$ cat config.mk
export PLATFORM = sky130hd
export DESIGN_NAME = cosd_ctrl
export DESIGN_NICKNAME = d
export VERILOG_FILES = /design/src/design/cosd_pkg.sv /design/src/design/cosd_ctrl.sv
export VERILOG_INCLUDE_DIRS = /design/src /design/src/design
export SDC_FILE = /design/constraint.sdc
export NUM_CORES = 1
export LEC_CHECK = 0
export BUFFER_PORTS_ARGS = -buffer_cell sky130_fd_sc_hd__buf_2
export CORE_MARGIN = 1.5
export CORE_UTILIZATION = 40
export DETAILED_ROUTE_END_ITERATION = 6
export SYNTH_ARGS = -nofsm -noshare
export SYNTH_HDL_FRONTEND = slang
export SYNTH_SLANG_ARGS = --single-unit
$ cat constraint.sdc
create_clock -name i_clk -period 4.8 [get_ports i_clk]
set_input_delay 0.48 -clock i_clk [delete_from_list [all_inputs] [get_ports i_clk]]
set_output_delay 0.48 -clock i_clk [all_outputs]
set_load 0.01 [all_outputs]
$ cat src/design/cosine_distance_core_macros.svh
// ----------------------------------------------------------------------------
// Assertion macros for the cosine distance core
// Concurrent checks on the core clock, off while reset is asserted.
// ----------------------------------------------------------------------------
`ifndef COSINE_DISTANCE_CORE_MACROS_SVH
`define COSINE_DISTANCE_CORE_MACROS_SVH

`ifndef SYNTHESIS

// same-cycle implication
`define CDC_ASSERT_SAME(lbl, ante, cons) \
    lbl: assert property (@(posedge i_clk) disable iff (!i_rst_n) (ante) |-> (cons)) \
        else $error("cosine_distance_core: check failed");

// next-cycle implication
`define CDC_ASSERT_NEXT(lbl, ante, cons) \
    lbl: assert property (@(posedge i_clk) disable iff (!i_rst_n) (ante) |=> (cons)) \
        else $error("cosine_distance_core: check failed");

`else

`define CDC_ASSERT_SAME(lbl, ante, cons)
`define CDC_ASSERT_NEXT(lbl, ante, cons)

`endif

`endif

$ cat src/design/cosd_pkg.sv
// ----------------------------------------------------------------------------
// cosd_pkg
// Shared widths, constants and the command/status bundles of the core.
// ----------------------------------------------------------------------------
package cosd_pkg;

    localparam int ACC_W   = 48;   // accumulator width
    localparam int HALF_W  = 24;   // operand half for the shared multiplier
    localparam int PROD_W  = 96;   // full norm product / squared dot
    localparam int CMP_W   = 128;  // search compare width
    localparam int G_W     = 111;  // running m * P
    localparam int M_W     = 15;   // search result bits
    localparam int T_SHIFT = 28;   // Q14 squared scale on dot^2

    localparam logic [15:0]    ONE_Q14   = 16'd16384;
    localparam logic [15:0]    Q_SAT_POS = 16'd16383;
    localparam logic [3:0]     SRCH_TOP  = 4'd14;
    localparam logic [2:0]     STEP_LAST = 3'd7;

    typedef struct packed {
        logic       acc_en;    // add the accepted pair into the accumulators
        logic       mul_clr;   // clear product and search registers
        logic       mul_en;    // issue one partial product
        logic [2:0] mul_step;  // [2]: 0 norm product, 1 dot square; [1:0] halves
        logic       srch_a;    // search phase A: F + G * 2^(k+1)
        logic       srch_b;    // search phase B: add P * 2^2k, compare, update
        logic [3:0] srch_bit;  // bit under trial
        logic       finish;    // load result, clear accumulators
    } t_cmd;

    typedef struct packed {
        logic out_free;        // output register can take a result now
    } t_sts;

endpackage

$ cat src/design/cosd_ctrl.sv
// ----------------------------------------------------------------------------
// cosd_ctrl
// Sequencer: accumulate, multiply steps, bitwise search, result handoff.
// ----------------------------------------------------------------------------
module cosd_ctrl (
    input  logic            i_clk,
    input  logic            i_rst_n,
    input  logic            i_s_tvalid,
    input  logic            i_s_tlast,
    output logic            o_s_tready,
    input  cosd_pkg::t_sts  i_sts,
    output cosd_pkg::t_cmd  o_cmd
);

`include "cosine_distance_core_macros.svh"

    typedef enum logic [5:0] {
        S_ACC   = 6'b000001,
        S_MUL   = 6'b000010,
        S_DRAIN = 6'b000100,
        S_SRA   = 6'b001000,
        S_SRB   = 6'b010000,
        S_DONE  = 6'b100000
    } t_state;

    t_state     r_state, n_state;
    logic [2:0] r_step, n_step;
    logic [3:0] r_bit, n_bit;
    logic       accept;

    assign o_s_tready = (r_state == S_ACC);
    assign accept     = i_s_tvalid && o_s_tready;

    always_comb begin
        n_state = r_state;
        n_step  = r_step;
        n_bit   = r_bit;
        o_cmd   = '0;
        o_cmd.mul_step = r_step;
        o_cmd.srch_bit = r_bit;
        unique case (r_state)
            S_ACC: begin
                o_cmd.acc_en  = accept;
                o_cmd.mul_clr = accept && i_s_tlast;
                if (accept && i_s_tlast) begin
                    n_state = S_MUL;
                    n_step  = 3'd0;
                end
            end
            S_MUL: begin
                o_cmd.mul_en = 1'b1;
                n_step       = r_step + 3'd1;
                if (r_step == cosd_pkg::STEP_LAST) begin
                    n_state = S_DRAIN;
                end
            end
            S_DRAIN: begin
                n_state = S_SRA;
                n_bit   = cosd_pkg::SRCH_TOP;
            end
            S_SRA: begin
                o_cmd.srch_a = 1'b1;
                n_state      = S_SRB;
            end
            S_SRB: begin
                o_cmd.srch_b = 1'b1;
                if (r_bit == 4'd0) begin
                    n_state = S_DONE;
                end else begin
                    n_bit   = r_bit - 4'd1;
                    n_state = S_SRA;
                end
            end
            S_DONE: begin
                if (i_sts.out_free) begin
                    o_cmd.finish = 1'b1;
                    n_state      = S_ACC;
                end
            end
            default: begin
                n_state = S_ACC;
            end
        endcase
    end

    always_ff @(posedge i_clk) begin
        if (!i_rst_n) begin
            r_state <= S_ACC;
            r_step  <= 3'd0;
            r_bit   <= 4'd0;
        end else begin
            r_state <= n_state;
            r_step  <= n_step;
            r_bit   <= n_bit;
        end
    end

    // a vector end starts the multiply sequence at its first step
    `CDC_ASSERT_NEXT(a_mul_start, o_cmd.mul_clr, o_cmd.mul_en && (o_cmd.mul_step == 3'd0))
    // every phase A is followed by its phase B on the same bit
    `CDC_ASSERT_NEXT(a_srch_pair, o_cmd.srch_a, o_cmd.srch_b && $stable(o_cmd.srch_bit))
    // no pair is taken while a vector is being finished
    `CDC_ASSERT_SAME(a_acc_idle, o_cmd.acc_en, !o_cmd.mul_en && !o_cmd.srch_b)

endmodule

==> impl_metrics.csv, run 1 <==
group,metric,value,unit
setup_path,path_max_fanout,8,
timing,fmax,0.426,GHz
placement,dp_hpwl,1060,um
setup_path,reg2reg_slack,2.84,ns
clock_tree,cts.hold.buffers_added,0,
clock_tree,clock_path_buffers,2,
synthesis,syn-instance-count,77,
detailed_routing,finalWirelength,1380,um
placement,numPortBuffers,18,
synthesis,synth_nets,86,
detailed_routing,dr_total_vias,657,
detailed_routing,dr.pass1.iters,4,
status,status,"complete, no violations",
timing,drv_slew,0,
setup_path,endpoint_kind,"primary output",
setup_path,startpoint_type,"register",
synthesis,synth_edf_count,0,
final_layout,syn_to_final_growth,19.8,%
setup_path,rr_worst_depth,4,
final_layout,fin_cells,114,
detailed_routing,wl_per_cell,12.1,um
pwr,p_leak,0.379,nW
final_layout,antenna_cells,0,
setup_path,r2r_start,"r_state[3]",
floorplanning,die_h,43.7,um
timing,fin_crit_sh,48.9,%
global_route,grt_max_degree,9,
pwr,seqPwrFrac,53.7,%
pwr,switching_share,26.5,%
setup_path,required,4.32,ns
timing,slew-limit-headroom,58.5,%
clock_tree,clk_pin_slew,0.08,ns
setup_path,critPathLaunch,"r_state[2]",
pwr,p_int,0.000154,W
global_route,grt_pass1_vias,559,
setup_path,cp_data_arrival_time,1.87,ns
hold_path,hp-class,"input pin to register",
synthesis,synth_ff_type,"dfxtp_1",
clock_tree,cts_inserted_buffers,3,
detailed_routing,drcViolationCount,0,
final_layout,drive_above_1_share,25.5,%
global_route,grt-ovfl-total,0,
clock_tree,cts.repair.resized,0,
timing,rsz0062_at_grt,"no",
floorplanning,num_io_pins,19,
global_route,antenna_found_initial,0,
setup_path,worstSetupPathType,"register to primary output",
flow_run,drv_cap,0,
global_route,grt.total_usage,17.0,%
synthesis,yosys_register_bits,13,
pwr,p_comb_share,13.4,%
synthesis,yosysTopAreaCell,"dfxtp_1",
synthesis,synthTopCellsByArea,"dfxtp_1, ha_1, nand3_1, inv_1, a21oi_1",
timing,final_hold_viol_count,0,
timing,finalSetupViolations,0,
synthesis,yosysUniqueCellTypes,30,
placement,post-place-ws,2.75,ns
pwr,p_clk_share,32.8,%
clock_tree,tritoncts,"yes",
final_layout,seq_area,260,sq um
pwr,p_per_area,265,mW/mm^2
synthesis,netlist_area,662,sq um
synthesis,synth_top_area_share,39.3,%
setup_path,endpoint,"o_cmd[10]",
clock_tree,clock-root-buffer,"clkbuf_4",
final_layout,layout_commonest_cell,"buf_2",
final_layout,fillerInstances,152,
detailed_routing,drtIter0Drc,16,
clock_tree,worstSkewPairLatency,0.28,ns
floorplanning,placementRows,14,
timing,layout_min_cycle_time,2.35,ns
final_layout,layout_common_cells,"buf_2, dfxtp_1, nand3_1",
floorplanning,initial_core_util,43.4,%
synthesis,ys_seq_area_share,39.3,%
detailed_routing,vias_per_cell,5.76,
timing,clock_skew,0.00147,ns
setup_path,reg2reg_to,"r_bit[2]",
pwr,ir_drop,0.000173,V
placement,gp_congestion,0.790,
final_layout,multi_input_area,363,sq um
timing,worstMarginPinSlew,0.616,ns
clock_tree,cts_setup_buffers,0,
floorplanning,dieArea,0.00191,sq mm
detailed_routing,ant_nets,0,
timing,layout_setup_ws,2.45,ns
final_layout,fin_nets,108,
pwr,p_switching,0.0000557,W
synthesis,yosysWarnings,0,
floorplanning,coreArea,0.00152,sq mm
placement,dp.cells,110,
timing,fin_setup_tns,0,ns
synthesis,async_reset_ff_share,0,%
clock_tree,htreeDepth,1,
floorplanning,die_w,43.7,um
clock_tree,cts.sinks,13,
synthesis,syn_avg_cell_area,8.60,sq um
global_route,grt_pass1_wl,2370,um
## worst max-delay path, cell delays in order (launching register included)
cell and delay [ns]:
dfxtp_1 0.34, nor4_1 0.58, nand3b_1 0.35, inv_2 0.17, buf_2 0.14
## cells by family after synthesis
family          share of synthesized area, %
buf+inv                                 5.86
flops                                   39.3
compound gates                          15.9
simple gates                            31.4
fa+ha+maj                               7.56
## area by class of cell
type	count	share of cell area (%)
well taps	16	2.52
inverters	9	4.26
multi-input cells	54	45.7
clock buffers	4	3.31
repair buffers	18	11.4
flip-flops and latches	13	32.8
## how the worst min path moves through the flow
stage	from	endpoint	depth (start not counted)
2_1_floorplan	r_step[1]	r_step[1]	2
3_3_place_gp	r_step[2]	r_step[2]	2
3_5_place_dp	r_step[2]	r_step[2]	2
4_1_cts	i_rst_n	r_state[0]	2
5_1_grt	i_rst_n	r_state[0]	2
6_report	i_rst_n	r_state[0]	2
## through the flow
stage / total power [W] / area (sq um) / hold slack, ns / util, %
floorplan: 0.000134 / 662 / 0.508 / -
global placement: 0.000144 / 767 / 0.489 / 50.3
detailed placement: 0.000144 / 767 / 0.486 / 50.3
CTS: 0.000212 / 793 / 0.426 / 52.1
global route: 0.000222 / 793 / 0.423 / 52.1
finish: 0.000210 / 793 / 0.423 / 52.1
## power groups by stage
| stage | Sequential (W) | Clock (W) | Combinational (W) |
|---|---|---|---|
| 2_1_floorplan | 0.000115 | 0 | 0.0000189 |
| 3_3_place_gp | 0.000115 | 0 | 0.0000284 |
| 3_5_place_dp | 0.000115 | 0 | 0.0000283 |
| 4_1_cts | 0.000113 | 0.0000706 | 0.0000284 |
| 5_1_grt | 0.000113 | 0.0000766 | 0.0000320 |
| 6_report | 0.000113 | 0.0000689 | 0.0000281 |
## registers in the layout, indices dropped and copies added, names as in the netlist
name,cells
r_state,6
r_step,3
r_bit,4
## metal layers
| layer | routed length [um] | GRT usage, % | vias up |
|---|---|---|---|
| met5 | 0 | 0 | - |
| met4 | 42 | 10.9 | 0 |
| met3 | 97 | 4.58 | 5 |
| met2 | 613 | 24.4 | 23 |
| met1 | 629 | 22.2 | 302 |
| li1 | - | - | 327 |
## cell usage after synthesis, types with 2 or more instances
library cell / n
nor2b_1: 2
and3_1: 2
dfxtp_1: 13
inv_1: 7
nand2_1: 6
nand4_1: 2
a21oi_1: 5
o211ai_1: 2
ha_1: 4
nand3b_1: 2
nor2_1: 3
nor4_1: 3
nand3_1: 9
Power figures use the tool's default switching activity.
==> run 2: changes to the inputs <==
- clock period: 4.8 -> 2.2 ns (I/O delays scaled with it)
==> impl_metrics.csv, run 2 (synthesis results as in run 1) <==
group,metric,value,unit
setup_path,critPathMaxStageDelay,0.55,ns
detailed_routing,dr.pass1.iters,4,
timing,layout_min_cycle_time,1.94,ns
final_layout,top_register,"r_state",
setup_path,cp_data_arrival_time,2.15,ns
clock_tree,cts.sinks,13,
detailed_routing,ant_nets,0,
final_layout,design_area,801,sq um
floorplanning,initial_core_util,43.4,%
detailed_routing,finalWirelength,1420,um
timing,fin_crit_sh,88.3,%
final_layout,antenna_cells,0,
timing,hold_slack,0.179,ns
timing,drv_slew,0,
clock_tree,tritoncts,"yes",
clock_tree,cts_inserted_buffers,3,
timing,final_hold_viol_count,0,
global_route,grt-ovfl-total,0,
global_route,grt.total_usage,17.5,%
timing,slew-limit-headroom,71.0,%
timing,fin_setup_tns,0,ns
status,status,"complete, no violations",
setup_path,crit_chain,"or4_1 -> or3b_1 -> and4_4 -> a311oi_2",
flow_run,drv_cap,0,
pwr,p_leak,0.383,nW
final_layout,layout_common_cells,"buf_2, dfxtp_1, nand3_1",
hold_path,worstHoldPathCells,2,
detailed_routing,wl_per_cell,12.4,um
global_route,antenna_found_initial,0,
timing,clock_skew,0.00795,ns
detailed_routing,drtIter0Drc,16,
timing,finalSetupViolations,0,
floorplanning,dieArea,0.00191,sq mm
final_layout,largest_reg_flops,6,
clock_tree,clock_path_buffers,2,
clock_tree,cts.hold.buffers_added,0,
global_route,grt_pass1_wl,2420,um
placement,gp_congestion,0.864,
pwr,ir_drop,0.000354,V
setup_path,rr_worst_depth,4,
global_route,grt_pass1_vias,548,
final_layout,top_regs,"r_state x6, r_bit x4, r_step x3",
timing,fmax,0.515,GHz
floorplanning,die_w,43.7,um
final_layout,drive_above_1_share,26.3,%
clock_tree,cts.repair.resized,0,
final_layout,layout_commonest_cell,"buf_2",
detailed_routing,drcViolationCount,0,
floorplanning,placementRows,14,
timing,worstMarginPinSlew,0.431,ns
setup_path,path_max_fanout,7,
timing,rsz0062_at_grt,"no",
clock_tree,cts_setup_buffers,0,
placement,dp_hpwl,1090,um
clock_tree,clk_pin_slew,0.08,ns
floorplanning,num_io_pins,19,
detailed_routing,dr_total_vias,659,
placement,numPortBuffers,18,
clock_tree,htreeDepth,1,
detailed_routing,vias_per_cell,5.73,
clock_tree,clock-root-buffer,"clkbuf_4",
clock_tree,worstSkewPairLatency,0.28,ns
pwr,p_per_area,573,mW/mm^2
setup_path,startpoint_type,"register",
final_layout,fin_nets,109,
setup_path,worstSetupPathType,"register to register",
floorplanning,coreArea,0.00152,sq mm
setup_path,endpoint_kind,"register",
hold_path,hp-class,"input pin to register",
final_layout,syn_to_final_growth,21.0,%
setup_path,required,2.40,ns
setup_path,crit_slowest_cell,"or4_1",
floorplanning,die_h,43.7,um
global_route,grt_max_degree,9,
placement,placed_area,774,sq um
## run 2: worst paths after layout
path,startpoint,to,slack [ns]
hold / removal,i_rst_n,r_state[0],0.18
setup reg to reg,r_state[3],r_bit[2],0.26
hold reg to reg,r_step[2],r_step[2],0.49
setup / recovery,r_state[3],r_bit[2],0.26
## run 2: per-stage QoR
step / worst slack [ns] / total power [W] / utilization (%) / std cells
6_report: 0.257 / 0.000459 / 52.5 / 115
5_1_grt: 0.165 / 0.000484 / 52.5 / 115
4_1_cts: 0.257 / 0.000463 / 52.5 / 115
3_5_place_dp: 0.274 / 0.000313 / 50.8 / 111
3_3_place_gp: 0.325 / 0.000314 / 50.8 / 111
2_1_floorplan: 0.380 / 0.000292 / - / 77
## run 2: area by class of cell
type | instances | area (sq um)
multi-input combinational | 54 | 363
clock buffer | 4 | 26.3
fill | 147 | 723
timing repair buffer | 19 | 97.6
sequential | 13 | 260
tap | 16 | 20.0
inverter | 9 | 33.8
## run 2: routing by layer
layer / routed length (um) / vias to the layer above / global-route usage (%)
li1: - / 327 / -
met1: 661 / 306 / 25.4
met2: 648 / 21 / 23.2
met3: 82 / 5 / 5.00
met4: 31 / 0 / 9.09
met5: 0 / - / 0
## run 2: power breakdown
part	internal (W)	switching, W	total [W]
sequential	0.000241	0.00000540	0.000246
clock	0.0000703	0.0000803	0.000151
combinational	0.0000257	0.0000361	0.0000617
## run 2: worst max-delay path: cells and delay by family (launching register included)
| kind | cells | cell delay (ns) |
|---|---|---|
| AO/OA/AOI/OAI | 1 | 0.21 |
| flip-flops | 1 | 0.34 |
| AND/OR/NAND/NOR | 3 | 1.31 |
==> run 3: changes to the inputs <==
- CORE_MARGIN: 1.5 -> 5
- PLACE_DENSITY: not set -> 0.67
- SLEW_MARGIN: not set -> 20
- clock period: 2.2 -> 1.7 ns (I/O delays scaled with it)
==> impl_metrics.csv, run 3 (synthesis results as in run 1) <==
group,metric,value,unit
final_layout,top_register,"r_state",
timing,slew-limit-headroom,79.9,%
floorplanning,die_h,50.7,um
floorplanning,die_w,50.7,um
timing,clock_skew,0.00655,ns
timing,fmax,0.573,GHz
final_layout,largest_reg_flops,6,
detailed_routing,drcViolationCount,0,
setup_path,endpoint_kind,"register",
pwr,p_per_area,696,mW/mm^2
detailed_routing,finalWirelength,1680,um
final_layout,drive_above_1_share,41.1,%
floorplanning,coreArea,0.00154,sq mm
final_layout,syn_to_final_growth,35.7,%
hold_path,worstHoldPathCells,2,
pwr,ir_drop,0.000434,V
final_layout,antenna_cells,0,
global_route,antenna_found_initial,0,
setup_path,worstSetupPathType,"register to register",
placement,gp_congestion,0.725,
final_layout,layout_commonest_cell,"buf_2",
clock_tree,htreeDepth,1,
timing,worstMarginPinSlew,0.301,ns
timing,fin_crit_sh,103,%
global_route,grt.total_usage,14.0,%
detailed_routing,ant_nets,0,
floorplanning,initial_core_util,42.9,%
timing,drv_slew,0,
final_layout,layout_common_cells,"buf_2, nand3_1, buf_4, dfxtp_1, inv_1",
detailed_routing,vias_per_cell,5.62,
timing,layout_setup_ws,-0.0461,ns
clock_tree,tritoncts,"yes",
setup_path,required,1.89,ns
clock_tree,clk_pin_slew,0.08,ns
floorplanning,placementRows,14,
pwr,p_leak,0.432,nW
placement,dp.cells,117,
placement,numPortBuffers,18,
detailed_routing,dr.pass1.iters,4,
status,status,"finished with violations",
timing,final_hold_viol_count,0,
global_route,grt-ovfl-total,0,
pwr,totalPowerFinal,0.000625,W
setup_path,path_max_fanout,7,
final_layout,fin_cells,123,
clock_tree,clock_path_buffers,2,
detailed_routing,drtIter0Drc,10,
final_layout,top_regs,"r_state x6, r_bit x4, r_step x3",
hold_path,hp-class,"input pin to register",
setup_path,critPathLaunch,"r_state[4]",
final_layout,fillerInstances,134,
setup_path,rr_worst_depth,4,
setup_path,r2r_start,"r_state[4]",
timing,rsz0062_at_grt,"yes",
floorplanning,num_io_pins,19,
placement,dp_hpwl,1220,um
floorplanning,dieArea,0.00257,sq mm
global_route,grt_pass1_vias,624,
final_layout,fin_nets,117,
clock_tree,cts.sinks,13,
setup_path,startpoint_type,"register",
hold_path,whs_endpoint,"r_state[0]",
clock_tree,clock-root-buffer,"clkbuf_4",
hold_path,min_from,"i_rst_n",
flow_run,drv_cap,0,
clock_tree,cts_inserted_buffers,3,
timing,finalSetupViolations,6,
setup_path,reg2reg_slack,-0.05,ns
detailed_routing,wl_per_cell,13.7,um
clock_tree,cts.hold.buffers_added,0,
setup_path,cp_data_arrival_time,1.94,ns
setup_path,reg2reg_to,"r_bit[2]",
timing,layout_min_cycle_time,1.75,ns
status,violations,"setup timing",
clock_tree,worstSkewPairLatency,0.28,ns
global_route,grt_pass1_wl,2770,um
global_route,grt_max_degree,9,
detailed_routing,dr_total_vias,691,
[run 3: cell types whose count changed in the layout (fill, tap and decap cells not counted)]
cell      delta
buf_4        +8
or4b_4       +1
or4b_1       -1
nor4_2       +1
or4_1        -1
clkbuf_1     -1
nor4_4       +1
nor4_1       -2
dfxtp_2      +4
or4_4        +1
or3b_1       -1
clkinv_2     +1
or3b_4       +1
dfxtp_1      -4
[run 3: how the worst max path moves through the flow]
stage            endpoint  slack [ns]  cells after the start
3_5_place_dp     r_bit[2]       -0.12                      4
3_3_place_gp     r_bit[2]       -0.09                      4
6_report         r_bit[2]       -0.05                      4
2_1_floorplan    r_bit[2]       -0.05                      5
5_1_grt          r_bit[2]       -0.11                      4
4_1_cts        r_state[1]       -0.07                      4
[run 3: report_power, final]
part	switching (W)	internal [W]	leakage, nW	total, W
registers	0.00000469	0.000312	0.106	0.000317
logic	0.0000591	0.0000549	0.308	0.000114
clock network	0.000107	0.0000874	0.0177	0.000195
total	0.000171	0.000454	0.432	0.000625
[run 3: routing by layer]
layer | GRT usage, % | routed length, um | vias to the layer above
met5 | 0 | 0 | -
met4 | 7.66 | 41 | 0
met3 | 3.25 | 85 | 5
met2 | 23.8 | 824 | 21
met1 | 15.8 | 732 | 320
li1 | - | - | 345
[run 3: final cells by class]
class	count	area, sq um	area share, %
clock buffer	3	22.5	2.51
inverter	9	33.8	3.76
tap	16	20.0	2.23
timing repair buffer	27	158	17.5
clock inverter	1	5.00	0.557
sequential	13	265	29.5
multi-input combinational	54	394	43.9
[run 3: per-stage QoR]
stage / setup TNS [ns] / hold WS [ns] / area (sq um) / utilization [%] / setup WS [ns]
2_1_floorplan: -0.0621 / 0.259 / 673 / - / -0.0530
3_3_place_gp: -0.403 / 0.402 / 825 / 53.5 / -0.0873
3_5_place_dp: -0.449 / 0.403 / 825 / 53.5 / -0.124
4_1_cts: -0.380 / 0.105 / 886 / 57.5 / -0.0719
5_1_grt: -0.916 / 0.111 / 898 / 58.3 / -0.114
6_report: -0.238 / 0.108 / 898 / 58.3 / -0.0461
[run 3: what timing repair did]
item	in CTS	in global routing
endpoints found under the setup margin	11	13
pin swaps	7	3
cloned	0	0
gates resized for setup	4	4
buffers inserted	2	0
hold endpoints to repair	0	0
[run 3: worst max-delay path, stage by stage, from the launching register on]
cell and delay [ns]:
dfxtp_2 0.33, or4_4 0.53, or3b_4 0.43, and4_4 0.19, a311oi_2 0.18
